**src/rtl/core/sle_pkg.sv**
```systemverilog
`timescale 1ns / 1ps
// ----------------------------------------------------------------------------
// sle_pkg
// Shared types for the sequential list engine: action codes and the command
// and status bundles between controller and datapath.
// ----------------------------------------------------------------------------
package sle_pkg;

  typedef enum logic [2:0] {
    ACT_APPEND = 3'd0,
    ACT_INSERT = 3'd1,
    ACT_READ   = 3'd2,
    ACT_SWAP   = 3'd3,
    ACT_REMOVE = 3'd4
  } action_t;

  typedef enum logic [1:0] {
    ASEL_POS_A,
    ASEL_POS_B,
    ASEL_TAIL,
    ASEL_HEAD
  } addr_sel_t;

  typedef enum logic [1:0] {
    WSEL_INPUT,
    WSEL_RDATA,
    WSEL_HOLD
  } wdata_sel_t;

  typedef enum logic [1:0] {
    CNT_HOLD,
    CNT_INC,
    CNT_SUB
  } cnt_op_t;

  typedef struct packed {
    logic       load;
    logic       rd_en;
    addr_sel_t  rd_sel;
    logic       wr_en;
    addr_sel_t  wr_sel;
    wdata_sel_t wd_sel;
    logic       hold_en;
    logic       move_init;
    logic       move_run;
    cnt_op_t    cnt_op;
    logic       emit;
    logic       emit_err;
    logic       emit_data;
  } cmd_t;

  typedef struct packed {
    logic [2:0] act;
    logic       req_ok;
    logic       move_idle;
  } sts_t;

endpackage

```
**src/rtl/core/sle_controller.sv**
```systemverilog
`timescale 1ns / 1ps
// ----------------------------------------------------------------------------
// sle_controller
// Request sequencer of the sequential list engine: decodes the latched item
// and steps the datapath through reads, writes and block moves.
// ----------------------------------------------------------------------------
module sle_controller
  import sle_pkg::*;
(
  input  logic clk,
  input  logic rst,
  input  logic start,
  output logic busy,
  input  sts_t sts,
  output cmd_t cmd
);

  typedef enum logic [2:0] {
    S_IDLE,
    S_DECODE,
    S_READ_WAIT,
    S_SWAP_B,
    S_SWAP_WA,
    S_SWAP_WB,
    S_MOVE
  } state_t;

  state_t state;
  state_t state_next;

  always_comb begin
    cmd        = '0;
    cmd.rd_sel = ASEL_POS_A;
    cmd.wr_sel = ASEL_HEAD;
    cmd.wd_sel = WSEL_INPUT;
    cmd.cnt_op = CNT_HOLD;
    state_next = state;
    unique case (state)
      S_IDLE: begin
        if (start) begin
          cmd.load   = 1'b1;
          state_next = S_DECODE;
        end
      end
      S_DECODE: begin
        if (!sts.req_ok) begin
          cmd.emit     = 1'b1;
          cmd.emit_err = 1'b1;
          state_next   = S_IDLE;
        end else begin
          case (sts.act)
            ACT_APPEND: begin
              cmd.wr_en  = 1'b1;
              cmd.wr_sel = ASEL_TAIL;
              cmd.cnt_op = CNT_INC;
              cmd.emit   = 1'b1;
              state_next = S_IDLE;
            end
            ACT_READ: begin
              cmd.rd_en  = 1'b1;
              state_next = S_READ_WAIT;
            end
            ACT_SWAP: begin
              cmd.rd_en  = 1'b1;
              state_next = S_SWAP_B;
            end
            default: begin
              cmd.move_init = 1'b1;
              state_next    = S_MOVE;
            end
          endcase
        end
      end
      S_READ_WAIT: begin
        cmd.emit      = 1'b1;
        cmd.emit_data = 1'b1;
        state_next    = S_IDLE;
      end
      S_SWAP_B: begin
        cmd.rd_en   = 1'b1;
        cmd.rd_sel  = ASEL_POS_B;
        cmd.hold_en = 1'b1;
        state_next  = S_SWAP_WA;
      end
      S_SWAP_WA: begin
        cmd.wr_en  = 1'b1;
        cmd.wr_sel = ASEL_POS_A;
        cmd.wd_sel = WSEL_RDATA;
        state_next = S_SWAP_WB;
      end
      S_SWAP_WB: begin
        cmd.wr_en  = 1'b1;
        cmd.wr_sel = ASEL_POS_B;
        cmd.wd_sel = WSEL_HOLD;
        cmd.emit   = 1'b1;
        state_next = S_IDLE;
      end
      S_MOVE: begin
        cmd.move_run = 1'b1;
        if (sts.move_idle) begin
          cmd.emit   = 1'b1;
          state_next = S_IDLE;
          if (sts.act == ACT_INSERT) begin
            cmd.wr_en  = 1'b1;
            cmd.wr_sel = ASEL_HEAD;
            cmd.cnt_op = CNT_INC;
          end else begin
            cmd.cnt_op = CNT_SUB;
          end
        end
      end
      default: state_next = S_IDLE;
    endcase
  end

  always_ff @(posedge clk) begin
    if (rst) begin
      state <= S_IDLE;
    end else begin
      state <= state_next;
    end
  end

  assign busy = (state != S_IDLE);

endmodule

```
**config.mk**
```make
export PLATFORM = sky130hd
export DESIGN_NAME = sle_controller
export DESIGN_NICKNAME = d
export VERILOG_FILES = /design/src/rtl/core/sle_pkg.sv /design/src/rtl/core/sle_controller.sv
export SDC_FILE = /design/constraint.sdc
export NUM_CORES = 1
export LEC_CHECK = 0
export ABC_AREA = 1
export BUFFER_PORTS_ARGS = -buffer_cell sky130_fd_sc_hd__buf_2
export CORE_AREA = 2 2 39 41
export DETAILED_ROUTE_END_ITERATION = 10
export DIE_AREA = 0 0 41 43
export GPL_TIMING_DRIVEN = 0
export PLACE_DENSITY_LB_ADDON = 0.15
export SLEW_MARGIN = 20
export SYNTH_ARGS = -nofsm -noshare
export SYNTH_HDL_FRONTEND = slang
export SYNTH_SLANG_ARGS = --single-unit
```
**constraint.sdc**
```tcl
create_clock -name clk -period 1.4 [get_ports clk]
set_clock_uncertainty 0.2 [all_clocks]
set_input_delay 0.35 -clock clk [delete_from_list [all_inputs] [get_ports clk]]
set_output_delay 0.35 -clock clk [all_outputs]
set_load 0.005 [all_outputs]
```
# ---- Yosys cells after proc, flatten, opt, wreduce, memory -nomap -nowiden
# Index checks and enable logic that the tools add are counted.
dict set report totals {
  regBits 3
  in_bits 8
  output_inout_bits 18
  word_cells 51
}
dict set report classes {
  n_eq_ne 11
  muxes 32
  reduce_logical 7
}
# operator n
set op_table {}
lappend op_table {{two-way mux 3 bit} 8}
lappend op_table {{two-way mux 1 bit} 15}
lappend op_table {{case mux 3 bit (5 select lines)} 1}
lappend op_table {{equality test 3 x 2 -> 1 bit, second input constant} 4}
lappend op_table {{case mux 3 bit (4 select lines)} 1}
lappend op_table {{equality test 3 bit, second input constant} 3}
lappend op_table {{case mux 3 bit (3 select lines)} 1}
lappend op_table {{case mux 2 bit (2 select lines)} 2}
lappend op_table {{equality test 3 x 1 -> 1 bit, second input constant} 2}
lappend op_table {{logical NOT 3 bit} 2}
lappend op_table {{two-way mux 2 bit} 2}
lappend op_table {{inequality test 2 bit, second input constant} 2}
lappend op_table {{OR reduction 2 bit} 2}
lappend op_table {{case mux 1 bit (3 select lines)} 1}
lappend op_table {{nonzero test 3 bit} 1}
lappend op_table {{OR reduction 3 bit} 1}
lappend op_table {{case mux 1 bit (2 select lines)} 1}
lappend op_table {{AND reduction 2 bit} 1}

# ---- Logic depth before layout (Yosys ltp)
# Gate-level depths: netlist of the first run.
dict set report depth {
  ltp_word 5
  ltp_mapped 7
  mapped_depth_nobuf 7
}

# ---- Worst setup path before layout of the first run
# Ideal clock, no wire load.
dict set report synth_path {
  path_kind {reg2out}
  start {reg state[2]}
  end {out cmd[12] in the netlist's numbering}
  arrival_ns 0.864
  t_required_ns 0.850
  path_slack_ns -0.014
  stages_incl_launch_ff 7
  path_buffers 0
  path_cell_list {dfxtp_1 > nand2_1 > nor2_2 > nand2_1 > inv_1 > nand2_1 > nand3_1}
}
# item line_no
set synth_rtl {}
lappend synth_rtl {{start: declaration} sle_controller.sv:28} ;# state_t state;
lappend synth_rtl {{start signal: assignment} sle_controller.sv:120} ;# state <= state_next;
lappend synth_rtl {{end: declaration} sle_controller.sv:15} ;# output cmd_t cmd

==> results by group, run 1 <==
Logic synthesis
  – Adder-Cell Fraction of Synth Area: 0%
  – Post-Syn Instances: 65
  – Largest family of logic cells by synthesized area: simple AND/OR/NAND/NOR gates
  – Post-Synth Simple-Gate Area: 48.7%
  – Synth Net Count: 73
  – FF+latch count, synth: 3
  – Multiplexer area fraction after synthesis: 0%
  – Syn Std Cell Area: 337 sq um
  – Sequential share of the synthesized area: 17.8%
  – Post-Synth XOR/XNOR Area: 0%
  – Post-synthesis compound-gate area fraction: 10.0%
  – Cell variety after synth: 16
  – Yosys warnings: 0
  – Syn_area_per_cell: 5.18 sq um

STA
  – Final hold viol count: 0
  – Setup slack after layout: -0.299 ns
  – Setup_tns: -3.31 ns
  – Final setup viols: 17
  – Unrepaired setup endpoints after global routing: yes
  – Fin. max-slew vios: 0
  – Min Tclk post-route: 1.70 ns
  – Fin crit share: 121%
  – Fmax: 588 MHz
  – Worst hold margin: 0.0928 ns

Routing
  – Post-route ant nets: 0
  – Iter 0 DRT Violations: 3
  – Via Count: 493
  – Via density: 4.36
  – Drt drc: 0
  – First-pass iteration count of the detailed router: 4
  – WL final: 999 microns
  – Mean routed wirelength per cell: 8.84 microns

Outcome
  – Outcome: finished with violations
  – Failing checks: setup timing

Setup path
  – Max incr delay on CP: 0.38 ns
  – FF-to-FF setup slack: 0.18 ns
  – Slowest CP cell: dfxtp_4
  – Critical path fanouts, max: 5
  – CP Launch Type: register
  – Worst Setup End Kind: output port
  – CP required: 0.85 ns
  – RR Startpoint: state[1]
  – Worst-path cell chain: nand2_2 -> nor2_4 -> nand2_2 -> inv_2 -> nand2_2 -> nand3_2 -> buf_2
  – Reg-to-Reg End: state[0]
  – Setup CP Type: register to output port
  – Buf/Inv on CP: 2
  – CP delay by family, top: flip-flops
  – Reg2Reg Depth: 6
  – Crit path DAT: 1.15 ns
  – Crit path top cell by count: nand2_2

Clocking
  – TritonCTS buffer count: 3
  – CTS Root Cell: clkbuf_4
  – Deepest clock path buffer count: 2
  – CTS tree: yes
  – Clk sinks: 3
  – CTS H-tree depth: 1
  – Worst-path clk slew: 0.04 ns
  – Worst-Skew Late Latency: 0.23 ns
  – Hold_buf cts: 0

GRT
  – First-pass GRT wire length: 1.49 mm
  – Initial antenna violation count: 0
  – Vias in the first global route: 426
  – Total track usage: 11.9%
  – Largest net degree at the start of global routing: 8
  – Grt ovf: 0

Worst hold path
  – WHS Path Cells: 2
  – Hold Startpoint: rst
  – Worst Hold End: state[1]
  – Hold WC Path Type: primary input to register

Finish
  – Fin util: 44.7%
  – Biggest regs: state x3
  – Most common library cell in the layout ignoring fill and taps: buf_2
  – Reg area: 71.3 sq um
  – Most flops, register: state
  – Number of flip-flops in the largest register: 3
  – Layout cell share with drive strength beyond 1: 56.7%
  – Nets: 106
  – Fillcell total: 157
  – Diode count: 0
  – Area Overhead vs Synth: 83.6%
  – Most frequent cells in the layout: 23 x buf_2, 11 x inv_1, 10 x nand2_1
  – Area of the multi-input gates: 264 sq um

Die
  – Die X-Extent: 41 microns
  – Die Span Y: 43 microns
  – Die Area: 0.00176 sq mm
  – Core footprint: 0.00138 sq mm
  – Number of core rows: 14
  – Initial core utilization: 24.3%
  – I/O pin cnt: 26

Power
  – Cell Pwr Density: 661 mW/mm^2
  – Peak supply drop: 0.369 mV
  – Pleak: 0.379 nW

Place
  – Hpwl dp: 766 microns
  – Gpl congestion: 0.761
  – Port buffer count: 24
  – Setup WS pre-CTS: -0.257 ns

Run
  – Maxcap violations: 0
-- where the power goes --
part	leakage (nW)	internal (W)	switching, W
logic	0.338	0.0000708	0.0000780
clock network	0.0150	0.000107	0.0000428
registers	0.0267	0.0000923	0.0000183
-- through the flow --
step | instances | total power (W) | cell area [sq um]
after floorplan | 65 | 0.000173 | 339
after global placement | 105 | 0.000225 | 479
after detailed placement | 105 | 0.000225 | 479
after CTS | 110 | 0.000393 | 544
after global routing | 113 | 0.000442 | 618
final | 113 | 0.000409 | 618
-- worst register-to-register path, stage by stage, from the launching register on --
cell	delay (ns)
dfxtp_4	0.36
inv_4	0.08
nand3_4	0.09
buf_4	0.14
o21bai_1	0.13
nand2_1	0.07
nor2_1	0.07
-- synth_stat cells --
cell	number	area, sq um
a21oi_1	1	5.00
a31oi_1	1	6.26
buf_4	2	15.0
conb_1	1	3.75
dfxtp_1	3	60.1
inv_1	16	60.1
nand2_1	13	48.8
nand2_2	1	6.26
nand3_1	9	45.0
nand4_1	1	6.26
nor2_1	8	30.0
nor2_2	2	12.5
nor3_1	3	15.0
o21ai_0	2	10.0
o21ai_1	1	5.00
o21bai_1	1	7.51
-- repair_timing --
item,in CTS,in global routing
resized for setup,14,14
pin swaps,7,2
endpoints found under the setup margin,17,17
setup buffers,1,3
-- area by class of cell --
type	count	share of cell area, %
multi-input combinational	44	42.7
timing repair buffer	28	25.3
sequential	3	11.5
inverter	16	10.5
clock buffer	4	4.25
tap	16	3.24
buffer	2	2.43
-- kinds of logic (layout without fill, tap and decap cells) --
kind of cell	Yosys count	count (layout)
AND/OR/NAND/NOR	37	37
AO/OA/AOI/OAI	6	6
flip-flops	3	3
buffers and inverters	18	50
other	1	1
-- per-layer routing --
metal	vias to the layer above	track usage [%]	share of wire, %	wire length (microns)
li1	259	-	-	-
met1	216	13.1	43	428
met2	18	20.6	50	499
met3	0	3.14	7.2	72
met4	0	4.00	0	0
met5	-	0	0	0
-- how the worst max path moves through the flow --
stage / from / endpoint / slack, ns / depth (start not counted)
finish: state[1] / cmd[12] / -0.30 / 7
CTS: state[2] / cmd[3] / -0.33 / 7
detailed placement: sts[3] / cmd[12] / -0.26 / 7
floorplan: state[0] / cmd[2] / 0.02 / 4
global route: state[2] / cmd[12] / -0.36 / 7
global placement: sts[3] / cmd[12] / -0.25 / 7
Power figures use the tool's default switching activity.
==> run 2: changes to the inputs <==
Settings changed: CELL_PAD_IN_SITES_DETAIL_PLACEMENT from default to 1, CELL_PAD_IN_SITES_GLOBAL_PLACEMENT from default to 1, CORE_AREA 2 2 39 41 to default, CORE_MARGIN from default to 2, CORE_UTILIZATION from default to 21, DIE_AREA 0 0 41 43 to default.
==> run 2 against run 1 <==
The flow still finishes with violations (setup timing). Global-route usage grew 1.4 points. Critical path depth shrank 1. Non-clock buffer count grew 4. Die area grew 10%. Routed wire length grew 25%. Critical path type unchanged. Highest routed layer unchanged.
==> results by group, run 2 (synthesis gave the netlist of run 1 again) <==
Power
  – Combinational Power Share: 38.0%
  – Clock network power share: 35.7%
  – Cell Pwr Density: 620 mW/mm^2
  – Net Sw Power: 0.000154 W
  – Peak supply drop: 0.501 mV
  – Sw Share: 35.8%
  – Internal power: 0.000276 W
  – Pleak: 0.411 nW
  – Sequential power share: 26.3%

Setup path
  – Worst-path cell chain: nand2_2 -> nor2_4 -> buf_4 -> buf_4 -> buf_6 -> buf_6
  – Critical path fanouts, max: 3
  – CP required: 0.85 ns
  – CP Launch Type: register
  – CP delay by family, top: buffers and inverters
  – Crit path DAT: 1.17 ns
  – Worst Setup End Kind: output port
  – Slowest CP cell: dfxtp_4
  – Max incr delay on CP: 0.36 ns
  – Setup CP Type: register to output port
  – Buf/Inv on CP: 4

Die
  – Die Area: 0.00194 sq mm
  – Die X-Extent: 44.0 microns
  – I/O pin cnt: 26
  – Initial core utilization: 22.3%
  – Die Span Y: 44.0 microns
  – Core footprint: 0.00151 sq mm
  – Number of core rows: 14

Clocking
  – Worst-path clk slew: 0.04 ns
  – Worst-Skew Late Latency: 0.23 ns
  – TritonCTS buffer count: 3
  – Hold_buf cts: 0
  – CTS H-tree depth: 1
  – CTS Root Cell: clkbuf_4
  – Clk sinks: 3
  – CTS tree: yes
  – Deepest clock path buffer count: 2

STA
  – Min Tclk post-route: 1.72 ns
  – Setup slack after layout: -0.321 ns
  – Unrepaired setup endpoints after global routing: yes
  – Fmax: 581 MHz
  – Fin crit share: 123%
  – Fin. max-slew vios: 0
  – Final setup viols: 18
  – Final hold viol count: 0
  – Worst hold margin: 0.0976 ns

Run
  – Maxcap violations: 0

GRT
  – Vias in the first global route: 466
  – Total track usage: 13.3%
  – First-pass GRT wire length: 1.89 mm
  – Largest net degree at the start of global routing: 8
  – Grt ovf: 0
  – Initial antenna violation count: 0

Finish
  – Most flops, register: state
  – Layout cell share with drive strength beyond 1: 63.4%
  – Most common library cell in the layout ignoring fill and taps: buf_2
  – Reg area: 71.3 sq um
  – Area Overhead vs Synth: 106%
  – Number of flip-flops in the largest register: 3
  – Biggest regs: state x3
  – Nets: 110
  – Fin util: 46.0%
  – Diode count: 0
  – Most frequent cells in the layout: 22 x buf_2, 11 x inv_1, 8 x buf_4
  – Area of the multi-input gates: 287 sq um
  – Fillcell total: 212

Routing
  – Iter 0 DRT Violations: 4
  – Via Count: 507
  – Post-route ant nets: 0
  – Via density: 4.33
  – WL final: 1.25 mm
  – Mean routed wirelength per cell: 10.6 microns
  – Drt drc: 0
  – First-pass iteration count of the detailed router: 3

Place
  – Port buffer count: 24
  – Hpwl dp: 913 microns
  – Gpl congestion: 0.728

Outcome
  – Failing checks: setup timing
  – Outcome: finished with violations

Worst hold path
  – Hold WC Path Type: primary input to register
==> run 2: cell types whose count changed in the layout (fill, tap and decap cells not counted) <==
cell / delta
buf_12: +1
buf_2: -1
buf_4: +2
buf_6: +2
nand2_1: -3
nand2_2: +3
nand3_2: -1
nand3_4: +1
nor2_1: -1
nor2_2: +1
nor3_1: -1
nor3_2: +1
==> run 2: worst paths after layout <==
kind / depth (start not counted) / from / to / slack, ns
hold / removal: 2 / rst / state[1] / 0.1
hold reg to reg: 4 / state[0] / state[1] / 0.50
setup reg to reg: 10 / state[2] / state[0] / -0.02
setup / recovery: 6 / state[2] / cmd[5] / -0.32
==> run 2: power groups by stage <==
stage          clock network (W)  registers (W)   logic, W
2_1_floorplan                  0       0.000104  0.0000686
3_3_place_gp                   0       0.000107   0.000120
3_5_place_dp                   0       0.000107   0.000122
4_1_cts                 0.000166       0.000109   0.000143
5_1_grt                 0.000174       0.000114   0.000182
6_report                0.000153       0.000113   0.000163
==> run 2: timing repair <==
| action | 4_1_cts | 5_1_grt |
|---|---|---|
| endpoints found under the setup margin | 17 | 18 |
| buffers inserted | 6 | 4 |
| gates resized for setup | 18 | 18 |
| pin swaps | 8 | 4 |
==> run 2: cell type report <==
type                            instances  area share (%)
Multi-Input combinational cell         44            41.3
Timing Repair Buffer                   32            30.1
Sequential cell                         3            10.3
Inverter                               16            9.39
Clock buffer                            4            3.79
Tap cell                               16            2.89
Buffer                                  2            2.17
==> run 2: through the flow <==
step / std cells / TNS, ns / cell area, sq um / total power (W) / setup WS [ns]
after floorplan: 65 / 0 / 339 / 0.000173 / 0.0227
after global placement: 105 / -1.30 / 479 / 0.000227 / -0.265
after detailed placement: 105 / -1.38 / 479 / 0.000229 / -0.257
after CTS: 113 / -4.04 / 602 / 0.000418 / -0.356
after global routing: 117 / -5.32 / 693 / 0.000470 / -0.413
final: 117 / -3.86 / 693 / 0.000430 / -0.321
==> run 2: metal layers <==
layer	vias to the layer above	part of all wire, %	global-route usage, %	wire length (microns)
li1	270	-	-	-
met4	0	0	3.64	0
met1	222	39	14.9	490
met2	15	55	24.4	687
met5	-	0	0	0
met3	0	5.3	3.67	66
